$ cat config.mk
export PLATFORM = sky130hd
export DESIGN_NAME = spi_master_byte_transfer_unit
export DESIGN_NICKNAME = d
export VERILOG_FILES = /design/src/design/sbt_pkg.sv /design/src/design/spi_master_byte_transfer_unit.sv /design/src/design/sbt_front.sv /design/src/design/sbt_queue.sv /design/src/design/sbt_back.sv
export SDC_FILE = /design/constraint.sdc
export NUM_CORES = 1
export LEC_CHECK = 0
export BUFFER_PORTS_ARGS = -buffer_cell sky130_fd_sc_hd__buf_4
export CORE_MARGIN = 8
export CORE_UTILIZATION = 60
export DETAILED_ROUTE_END_ITERATION = 16
export PLACE_DENSITY = 0.88
export SYNTH_ARGS = -nofsm -noshare
export SYNTH_HDL_FRONTEND = slang
export SYNTH_SLANG_ARGS = --single-unit
$ cat constraint.sdc
create_clock -name clk -period 4.7 [get_ports clk]
set_clock_uncertainty 0.1 [all_clocks]
set_input_delay 0.94 -clock clk [delete_from_list [all_inputs] [get_ports clk]]
set_output_delay 0.94 -clock clk [all_outputs]
set_load 0.01 [all_outputs]
$ cat src/design/sbt_pkg.sv
// shared types and constants for the spi master byte transfer unit
// no dependencies; used by every module of the block by scoped names
`default_nettype none

package sbt_pkg;

  // word geometry
  localparam int BitsPerWord = 8;
  localparam int HalfCount   = 2 * BitsPerWord;
  localparam int HalfW       = $clog2(HalfCount);
  localparam int BitIdxW     = $clog2(BitsPerWord);

  // request type codes
  localparam logic ReqTransfer = 1'b0;
  localparam logic ReqSelect   = 1'b1;

  // configuration register indexes
  localparam int           CfgIdxW     = 8;
  localparam logic [7:0]   CfgPolarity = 8'd0;
  localparam logic [7:0]   CfgPhase    = 8'd1;
  localparam logic [7:0]   CfgHalfPer  = 8'd2;
  localparam logic [7:0]   HalfPerRst  = 8'd4;

  // input transaction
  typedef struct packed {
    logic       req_type;
    logic [7:0] tx_byte;
    logic       select_request;
    logic [7:0] miso_bits;
  } in_item_t;

  // result transaction
  typedef struct packed {
    logic       sck_level;
    logic       mosi_level;
    logic       cs_n_level;
    logic [7:0] rx_byte;
    logic       rx_valid;
    logic       last;
  } out_item_t;

  // classified command between front and back
  typedef struct packed {
    logic       is_select;
    logic [7:0] tx_byte;
    logic [7:0] miso_bits;
    logic       cs_n;
    logic       mosi_hold;
  } cmd_t;

  // configuration registers seen by the back end
  typedef struct packed {
    logic       cpol;
    logic       cpha;
    logic [7:0] half_period;
  } cfg_regs_t;

endpackage

`default_nettype wire

$ cat src/design/spi_master_byte_transfer_unit.sv
// top level of the spi master byte transfer unit: config registers and wiring
// depends on sbt_pkg, sbt_front, sbt_queue, sbt_back
//
// usage:
//   input channel (in_push / in_full) takes one transaction per cycle while the
//   two-entry command queue has room. a byte transfer yields 16 half-bit pin
//   states, msb first; a chip-select request yields one pin state.
//   result channel (out_empty / out_pop) shows the oldest pin state while
//   out_empty is low. pin states are released at the pace of the configured
//   half period, timed from each pop (a half period of 0 acts as 1). an item
//   accepted into an idle block passes through the command queue and is then
//   loaded into the sequencer before its first state shows. the queue takes
//   new items while the half-bit sequencer is still working on a transfer.
//   the next command is loaded on the same edge that pops the last state.
//   a stalled receiver holds the current state; the queue then fills and
//   in_full rises. config writes (cfg_valid / cfg_ready, always ready) are
//   meant for idle periods. reset deselects, idles mosi low, empties the queue
//   and restores polarity 0, phase 0, half period 4.
`default_nettype none

module spi_master_byte_transfer_unit (
  input  wire logic                          clk,
  input  wire logic                          rst_n,
  input  wire logic                          in_push,
  output logic                               in_full,
  input  wire sbt_pkg::in_item_t             in_item,
  output logic                               out_empty,
  input  wire logic                          out_pop,
  output sbt_pkg::out_item_t                 out_item,
  input  wire logic                          cfg_valid,
  output logic                               cfg_ready,
  input  wire logic [sbt_pkg::CfgIdxW-1:0]   cfg_index,
  input  wire logic [7:0]                    cfg_data
);

  sbt_pkg::cfg_regs_t cfg_r;
  sbt_pkg::cmd_t      front_cmd;
  sbt_pkg::cmd_t      q_data;
  logic               in_accept;
  logic               q_empty;
  logic               q_pop;
  logic               back_busy;

  assign cfg_ready = 1'b1;
  assign in_accept = in_push && !in_full;

  // configuration registers
  always_ff @(posedge clk) begin
    if (!rst_n) begin
      cfg_r.cpol        <= 1'b0;
      cfg_r.cpha        <= 1'b0;
      cfg_r.half_period <= sbt_pkg::HalfPerRst;
    end else if (cfg_valid && cfg_ready) begin
      case (cfg_index)
        sbt_pkg::CfgPolarity: cfg_r.cpol        <= cfg_data[0];
        sbt_pkg::CfgPhase:    cfg_r.cpha        <= cfg_data[0];
        sbt_pkg::CfgHalfPer:  cfg_r.half_period <= cfg_data;
        default:              cfg_r             <= cfg_r;
      endcase
    end
  end

  // classify incoming transactions
  sbt_front u_front (
    .clk    (clk),
    .rst_n  (rst_n),
    .accept (in_accept),
    .item   (in_item),
    .cmd    (front_cmd)
  );

  // decoupling queue
  sbt_queue u_queue (
    .clk       (clk),
    .rst_n     (rst_n),
    .push      (in_accept),
    .push_data (front_cmd),
    .pop       (q_pop),
    .pop_data  (q_data),
    .full      (in_full),
    .empty     (q_empty)
  );

  // pin state sequencer
  sbt_back u_back (
    .clk       (clk),
    .rst_n     (rst_n),
    .cfg       (cfg_r),
    .q_data    (q_data),
    .q_empty   (q_empty),
    .q_pop     (q_pop),
    .out_pop   (out_pop),
    .out_empty (out_empty),
    .out_item  (out_item),
    .busy      (back_busy)
  );

`ifndef ASSERT_OFF
  // an accepted transaction is held in the queue or in the sequencer
  a_accept_held: assert property (@(posedge clk) disable iff (!rst_n)
    in_accept |=> (!q_empty || back_busy))
    else $error("accepted transaction lost");

  // a full queue only happens behind a busy sequencer
  a_full_busy: assert property (@(posedge clk) disable iff (!rst_n)
    in_full |-> back_busy)
    else $error("queue full while sequencer idle");

  // received byte only on the final pin state
  a_rx_last: assert property (@(posedge clk) disable iff (!rst_n)
    (!out_empty && out_item.rx_valid) |-> out_item.last)
    else $error("rx_valid without last");

  // queue never drained into an idle-to-busy sequencer without data
  a_pop_busy: assert property (@(posedge clk) disable iff (!rst_n)
    q_pop |=> back_busy)
    else $error("command load did not start sequencer");
`endif

endmodule

`default_nettype wire

$ cat src/design/sbt_front.sv
// front end: accepts items, tracks select and held mosi, builds commands
// depends on sbt_pkg
`default_nettype none

module sbt_front (
  input  wire logic             clk,
  input  wire logic             rst_n,
  input  wire logic             accept,
  input  wire sbt_pkg::in_item_t item,
  output sbt_pkg::cmd_t         cmd
);

  logic select_active_r, select_active_nxt;
  logic mosi_pin_r, mosi_pin_nxt;

  // select and mosi bookkeeping in item order
  always_comb begin
    select_active_nxt = select_active_r;
    mosi_pin_nxt      = mosi_pin_r;
    if (item.req_type == sbt_pkg::ReqSelect) begin
      if (item.select_request != select_active_r) begin
        select_active_nxt = item.select_request;
        if (!item.select_request) begin
          mosi_pin_nxt = 1'b0;
        end
      end
    end else begin
      // mosi holds the last bit sent
      mosi_pin_nxt = item.tx_byte[0];
    end
  end

  always_ff @(posedge clk) begin
    if (!rst_n) begin
      select_active_r <= 1'b0;
      mosi_pin_r      <= 1'b0;
    end else if (accept) begin
      select_active_r <= select_active_nxt;
      mosi_pin_r      <= mosi_pin_nxt;
    end
  end

  // command for the back end
  always_comb begin
    cmd.is_select = (item.req_type == sbt_pkg::ReqSelect);
    cmd.tx_byte   = item.tx_byte;
    cmd.miso_bits = item.miso_bits;
    cmd.cs_n      = ~select_active_nxt;
    cmd.mosi_hold = mosi_pin_nxt;
  end

endmodule

`default_nettype wire

$ cat src/design/sbt_queue.sv
// two-entry command queue between front and back end
// depends on sbt_pkg
`default_nettype none

module sbt_queue (
  input  wire logic          clk,
  input  wire logic          rst_n,
  input  wire logic          push,
  input  wire sbt_pkg::cmd_t push_data,
  input  wire logic          pop,
  output sbt_pkg::cmd_t      pop_data,
  output logic               full,
  output logic               empty
);

  sbt_pkg::cmd_t slot_r [2];
  logic       wr_ptr_r, rd_ptr_r;
  logic [1:0] count_r;
  logic       do_push, do_pop;

  assign full     = (count_r == 2'd2);
  assign empty    = (count_r == 2'd0);
  assign do_push  = push && !full;
  assign do_pop   = pop && !empty;
  assign pop_data = slot_r[rd_ptr_r];

  // pointers and fill count
  always_ff @(posedge clk) begin
    if (!rst_n) begin
      wr_ptr_r <= 1'b0;
      rd_ptr_r <= 1'b0;
      count_r  <= 2'd0;
    end else begin
      if (do_push) wr_ptr_r <= ~wr_ptr_r;
      if (do_pop)  rd_ptr_r <= ~rd_ptr_r;
      case ({do_push, do_pop})
        2'b10:   count_r <= count_r + 2'd1;
        2'b01:   count_r <= count_r - 2'd1;
        default: count_r <= count_r;
      endcase
    end
  end

  // storage
  always_ff @(posedge clk) begin
    if (do_push) slot_r[wr_ptr_r] <= push_data;
  end

endmodule

`default_nettype wire

$ cat src/design/sbt_back.sv
// back end: expands commands into half-bit pin states, paced by half period
// depends on sbt_pkg
`default_nettype none

module sbt_back (
  input  wire logic              clk,
  input  wire logic              rst_n,
  input  wire sbt_pkg::cfg_regs_t cfg,
  input  wire sbt_pkg::cmd_t     q_data,
  input  wire logic              q_empty,
  output logic                   q_pop,
  input  wire logic              out_pop,
  output logic                   out_empty,
  output sbt_pkg::out_item_t     out_item,
  output logic                   busy
);

  logic                      busy_r;
  sbt_pkg::cmd_t             cmd_r;
  logic [sbt_pkg::HalfW-1:0] half_r;
  logic [7:0]                timer_r;
  logic                      res_last;
  logic                      take;
  logic                      load;
  logic [sbt_pkg::BitIdxW-1:0] bit_sel;

  assign busy      = busy_r;
  assign out_empty = !(busy_r && (timer_r == 8'd0));
  assign take      = out_pop && !out_empty;
  assign res_last  = cmd_r.is_select || (half_r == sbt_pkg::HalfW'(sbt_pkg::HalfCount - 1));
  assign load      = !q_empty && (!busy_r || (take && res_last));
  assign q_pop     = load;
  assign bit_sel   = sbt_pkg::BitIdxW'(sbt_pkg::BitsPerWord - 1)
                   - half_r[sbt_pkg::HalfW-1:1];

  // sequencing over half bits
  always_ff @(posedge clk) begin
    if (!rst_n) begin
      busy_r  <= 1'b0;
      half_r  <= '0;
      timer_r <= 8'd0;
    end else if (load) begin
      busy_r  <= 1'b1;
      half_r  <= '0;
      timer_r <= 8'd0;
    end else if (take) begin
      if (res_last) begin
        busy_r <= 1'b0;
      end else begin
        half_r  <= half_r + sbt_pkg::HalfW'(1);
        timer_r <= (cfg.half_period == 8'd0) ? 8'd0 : cfg.half_period - 8'd1;
      end
    end else if (timer_r != 8'd0) begin
      timer_r <= timer_r - 8'd1;
    end
  end

  always_ff @(posedge clk) begin
    if (load) cmd_r <= q_data;
  end

  // pin state of the current half bit
  always_comb begin
    out_item.cs_n_level = cmd_r.cs_n;
    out_item.last       = res_last;
    if (cmd_r.is_select) begin
      out_item.sck_level  = cfg.cpol;
      out_item.mosi_level = cmd_r.mosi_hold;
      out_item.rx_byte    = 8'd0;
      out_item.rx_valid   = 1'b0;
    end else begin
      out_item.sck_level  = cfg.cpol ^ cfg.cpha ^ half_r[0];
      out_item.mosi_level = cmd_r.tx_byte[bit_sel];
      out_item.rx_byte    = res_last ? cmd_r.miso_bits : 8'd0;
      out_item.rx_valid   = res_last;
    end
  end

endmodule

`default_nettype wire
After elaboration in Yosys (flattened, before gate mapping)
Memory sizes are Yosys's and may differ from the RTL's. A register that Yosys moved wholly into a read port is not among the register bits.
Cells that the tools add are included.
W data, S select, Z words.
{ "word_totals": {"ff_bits": 29, "ramBits": 38, "in_bits": 39, "output_inout_bits": 16, "wordCells": 83, "memories": 1} }
{ "mem_list": {"columns": ["name", "depth", "width", "rd", "rd_ports_with_merged_regs", "wr", "line", "rtl"], "rows": [
  ["u_queue.slot_r", 2, 19, 1, 1, 1, "sbt_queue.sv:16", "sbt_pkg::cmd_t slot_r [2];"]
]} }
{ "classes": {"n_addsub": 6, "n_lt_le_gt_ge": 1, "n_eq_ne": 8, "muxes": 20, "bitwise": 7, "n_reduce_logical": 29} }
{ "op_table": {"columns": ["op", "n"], "rows": [
  ["$mux W8", 5],
  ["$logic_not A8 Y1", 3],
  ["$sub A8 B1 Y8 const B", 2],
  ["$reduce_and A2 Y1", 6],
  ["$mux W1", 11],
  ["$mux W9", 1],
  ["$eq A8 B1 Y1 const B", 1],
  ["$eq A8 B2 Y1 const B", 1],
  ["$reduce_bool A2 Y1", 4],
  ["$reduce_bool A8 Y1", 1],
  ["$logic_and A1 B1 Y1", 7],
  ["$not A1 Y1", 5],
  ["$add A4 B1 Y4 const B", 1],
  ["$eq A2 B2 Y1 const B", 2],
  ["$eq A4 B4 Y1 const B", 1],
  ["$logic_not A1 Y1", 4],
  ["$lt A3 B4 Y1 const B", 1],
  ["$pmux W2 S2", 1],
  ["$bmux W1 S3", 1],
  ["$sub A3 B3 Y3 const A", 1],
  ["$add A2 B1 Y2 const B", 1],
  ["$eq A2 B1 Y1 const B", 1],
  ["$logic_not A2 Y1", 1],
  ["$logic_or A1 B1 Y1", 2],
  ["6 further kinds", 7]
]} }

Longest topological paths before layout
{ "logic_depth": {"depth_word": 9, "ltp_mapped": 9, "depth_no_buf": 9} }

Cells and area by module
From an unflattened synthesis, not the netlist that was laid out.
{ "unflattened": {"hier_cells": 311, "hier_area_um2": 3948.8} }
{ "by_module_without_submodules": {"columns": ["mod", "n_inst", "cells_per_inst", "area_per_inst_um2", "seq_area_each_um2"], "rows": [
  ["sbt_back", 1, 148, 1649.1, 830.8],
  ["sbt_queue", 1, 85, 1601.5, 1241.2],
  ["spi_master_byte_transfer_unit", 1, 49, 470.5, 200.2],
  ["sbt_front", 1, 29, 227.7, 40.0]
]} }

Worst setup path after synthesis
OpenSTA, ideal clock, no wires.
{ "synth_path": {"kind": "input -> register", "from": "in out_pop", "to": "reg u_queue.count_r[1]", "setup_ns": 0.070, "t_arrival_ns": 3.044, "required_time_ns": 4.530, "setup_slack_ns": 1.486, "cell_stages": 6, "path_buffers": 0, "cell_sequence": "and3b_1 -> a41oi_1 -> nor2_1 -> ha_1 -> or3_1 -> a21oi_1"} }
{ "synth_via": {"elab_chain_len": 7, "elab_cells_between_ends": 9, "classes_between": "eq/ne: 2; mux: 1; reduce/logical: 6"} }
{ "synth_rtl": {"columns": ["item", "line", "rtl"], "rows": [
  ["start: declaration", "spi_master_byte_transfer_unit.sv:28", "input wire logic out_pop,"],
  ["$logic_and A1 B1 Y1 *", "sbt_back.sv:29", "assign take = out_pop && !out_empty;"],
  ["$logic_and A1 B1 Y1 *", "sbt_back.sv:31", "assign load = !q_empty && (!busy_r || (take && res_last));"],
  ["$logic_or A1 B1 Y1 *", "sbt_back.sv:31", null],
  ["$logic_and A1 B1 Y1 *", "sbt_back.sv:31", null],
  ["net q_pop", "spi_master_byte_transfer_unit.sv:41", "logic q_pop;"],
  ["$logic_and A1 B1 Y1 *", "sbt_queue.sv:24", "assign do_pop = pop && !empty;"],
  ["$eq A2 B1 Y1 / $eq A2 B2 Y1 (equally long branches)", "sbt_queue.sv:36", "case ({do_push, do_pop})"],
  ["$pmux W2 S2 / $reduce_bool A2 Y1 (equally long branches)", null, null],
  ["end signal: assignment", "sbt_queue.sv:37", "2'b10: count_r <= count_r + 2'd1;"],
  ["end signal: assignment", "sbt_queue.sv:38", "2'b01: count_r <= count_r - 2'd1;"],
  ["end signal: assignment", "sbt_queue.sv:39", "default: count_r <= count_r;"],
  ["end: declaration", "sbt_queue.sv:18", "logic [1:0] count_r;"]
]} }
The timed path passes the listed nets; every way through them passes the cells marked *.
A chain may end at the register's enable or synchronous reset.

==> results.toml <==
[drt]
dr_total_vias = 2459
top_layer = "met4"
routed_via_density = 5.77
routed_wirelength_um = 7230
wl_met2_um = 3700
dr_wl_met3_um = 439
first_pass_iters = 4
drt_iter0_drc = 168
wl_per_cell_um = 17.0
ant_nets = 0
drc = 0
wl_met1_um = 2970

[critical_path]
cp.required_ns = 3.66
critPathLaunch = "u_back.half_r[1]$_SDFFE_PP0P_"
reg2reg_slack_ns = 1.87
cp.depth = 5
critPathMaxFanout = 9
worst-path-buf-inv = 1
cpMaxStageDelayCell = "nor2b_1"
crit-reg2reg-launch = "u_back.timer_r[2]$_SDFFE_PP0P_"
cp_top_family = "simple AND/OR/NAND/NOR gates"
max_stage_delay_ns = 0.62
critPathCaptureType = "output port"
r2r_end = "u_queue.count_r[1]$_SDFFE_PN0P_"
r2r_cells = 7
arrival_ns = 2.24
cp_cell_sequence = "ha_1, and3_1, nor2b_1, and2_1, buf_4"
startpoint_type = "register"
critPathKind = "register to output port"
crit_end = "out_item[3]"

[final_layout]
layout_commonest_cell = "edfxtp_1"
layout_common_cells = "edfxtp_1, buf_4, dfxtp_1"
regArea_um2 = 2290
nets = 391
fillers = 398
layout-drive-gt1-share_pct = 28.5
finalNonFillerCells = 426
multiInputGateArea_um2 = 1330
areaGrowthSynthToFinish_pct = 17.2
antennaDiodeCount = 0

[placement]
portBuffers = 53
dp_cells = 410
globalplace.congestion = 0.901
dp_hpwl_um = 5160

[power_and_ir_drop]
combPwrFrac_pct = 26.4
switching_power_mw = 0.710
power.total_mw = 2.18
p_per_area_nw_per_um2 = 500
internal_power_mw = 1.47
leakagePower_nw = 1.69
clkPwrFrac_pct = 23.1
swShare_pct = 32.5
ir_worst_vdd_uv = 355
seqPwrFrac_pct = 50.5

[logic_synthesis]
synth_mux_area_share_pct = 11.0
synth-simple-area-share_pct = 13.6
synth_async_sr_flop_share_pct = 0
synth_cell_types = 50
seq_area_frac_synth_pct = 61.6
synth_top_family_by_area = "simple AND/OR/NAND/NOR gates"
yosys_warnings = 0
syn_nets = 336
postSynthCellCount = 291
ys.flop_type = "edfxtp_1"
synthAdderAreaFrac_pct = 2.02
synth-compound-area-share_pct = 6.45
synth-xor-area-share_pct = 2.35
syn_area_um2 = 3720
syn_area_per_cell_um2 = 12.8
ys_ff_latch = 86
synth_edf_count = 57

[outcome]
status = "complete, no violations"

[timing]
final-setup-viol-count = 0
fmax_ghz = 0.305
hold_viol = 0
slew_headroom_pct = 36.6
worstMarginPinSlew_ns = 0.949
fin_crit_sh_pct = 69.7
fin_setup_tns_ns = 0
grt_setup_unrepaired = "no"
final.min_clock_period_ns = 3.28
slew_violations = 0

[grt]
track_usage_pct = 17.0
grt-ovfl-total = 0
grt_pass1_wl_um = 11700
grt_max_degree = 22
antenna_found_initial = 0
grt_pass1_vias = 2473

[floorplan]
coreArea_um2 = 5960
start_util_pct = 62.5
die_area_um2 = 8980
die-width_um = 94.8
dieHeight_um = 94.8
num_rows = 28
boundaryPins = 55

[cts]
cts_buffer_depth = 2
clock-sinks = 86
numCtsBuffers = 9
cts.htree.levels = 3
cts_tree = "yes"
clockRootBuffer = "clkbuf_8"
postCtsResizedCells = 0
clk_latency_ns = 0.36
cts_setup_buffers = 0
clk_pin_slew_ns = 0.09
ctsHoldBuffers = 0

[min_path]
hold_path_class = "register to register"

[run]
cap_viol_max_count = 0
==> how the worst min path moves through the flow <==
| stage | startpoint | endpoint | cells after the start |
|---|---|---|---|
| after floorplan | u_queue.count_r[1]$_SDFFE_PN0P_ | u_queue.count_r[1]$_SDFFE_PN0P_ | 2 |
| after global placement | u_queue.count_r[1]$_SDFFE_PN0P_ | u_queue.count_r[1]$_SDFFE_PN0P_ | 2 |
| after detailed placement | u_front.mosi_pin_r$_SDFFE_PN0P_ | u_front.mosi_pin_r$_SDFFE_PN0P_ | 2 |
| after CTS | u_front.mosi_pin_r$_SDFFE_PN0P_ | u_front.mosi_pin_r$_SDFFE_PN0P_ | 2 |
| after global routing | u_front.mosi_pin_r$_SDFFE_PN0P_ | u_front.mosi_pin_r$_SDFFE_PN0P_ | 2 |
| final | u_front.mosi_pin_r$_SDFFE_PN0P_ | u_front.mosi_pin_r$_SDFFE_PN0P_ | 2 |
==> area by class of cell <==
| cell class | instances | share of cell area [%] |
|---|---|---|
| Tap cell | 75 | 2.15 |
| Clock buffer | 9 | 2.84 |
| Inverter | 11 | 0.946 |
| Clock inverter | 7 | 1.69 |
| Timing Repair Buffer | 55 | 9.46 |
| Sequential cell | 86 | 52.5 |
| Multi-Input combinational cell | 183 | 30.4 |
==> through the flow <==
stage               hold slack, ns  setup slack (ns)  util, %  instance area (um2)
floorplan                    0.372              1.49        -                 3720
global placement             0.388              1.89     70.0                 4170
detailed placement           0.406              1.77     70.0                 4170
CTS                          0.419              1.44     73.3                 4360
global route                 0.446              1.30     73.3                 4360
finish                       0.416              1.42     73.3                 4360
==> layer usage <==
metal | vias up | track usage, %
met4 | 0 | 5.07
met3 | 13 | 5.79
met5 | - | 0
li1 | 1190 | -
met1 | 1179 | 19.6
met2 | 77 | 29.1
==> synthesized netlist by cell type, types with 2 or more instances <==
library cell / instances / area [um2]
edfxtp_1: 57 / 1710
dfxtp_1: 29 / 581
nor2_1: 22 / 82.6
mux2_2: 20 / 225
nand2_1: 15 / 56.3
mux2i_1: 14 / 140
a21oi_1: 11 / 55.1
inv_1: 11 / 41.3
and2_1: 9 / 56.3
o21ai_0: 8 / 40.0
clkbuf_1: 6 / 22.5
ha_1: 6 / 75.1
xor2_1: 6 / 52.6
nand3_1: 5 / 25.0
nor4_1: 5 / 31.3
o211ai_1: 5 / 37.5
or3_1: 5 / 31.3
nor3_1: 4 / 20.0
nor3b_1: 4 / 30.0
xnor2_1: 4 / 35.0
a31oi_1: 3 / 18.8
buf_4: 3 / 22.5
nand2b_1: 3 / 18.8
or4_1: 3 / 22.5
a211oi_1: 2 / 15.0
and3_1: 2 / 12.5
mux4_2: 2 / 45.0
nand3b_1: 2 / 15.0
nand4_1: 2 / 12.5
nand4b_1: 2 / 17.5
or3_2: 2 / 15.0
==> kinds of logic (layout without fill, tap and decap cells) <==
group	Yosys count	after routing
compound gates	38	38
other cells	1	1
simple gates	92	92
mux	36	36
xor+xnor	10	10
flops	86	86
fa+ha+maj	6	6
buf+inv	22	82
==> sequential cells by signal, indices dropped and copies added, names as in the netlist <==
signal and count:
u_queue.slot_r 38, cfg_r 10, u_front.select_active_r 1, u_back.out_item 1
u_back.busy 1, u_back.cmd_r 18, u_queue.count_r 2, u_front.mosi_pin_r 1
u_queue.wr_ptr_r 1, u_queue.rd_ptr_r 1, u_back.half_r 4, u_back.timer_r 8
==> worst min-delay path, cell delays in order, from the launching register on <==
cell,delay [ns]
dfxtp_1,0.32
nor2_1,0.10
a311oi_1,0.05
==> power groups by stage <==
stage | combinational [mW] | clock [mW] | sequential (mW)
2_1_floorplan | 0.454 | 0 | 1.07
3_3_place_gp | 0.548 | 0 | 1.11
3_5_place_dp | 0.567 | 0 | 1.12
4_1_cts | 0.575 | 0.509 | 1.10
5_1_grt | 0.636 | 0.540 | 1.12
6_report | 0.576 | 0.504 | 1.10
No activity file was read; power rests on OpenSTA's default activity.
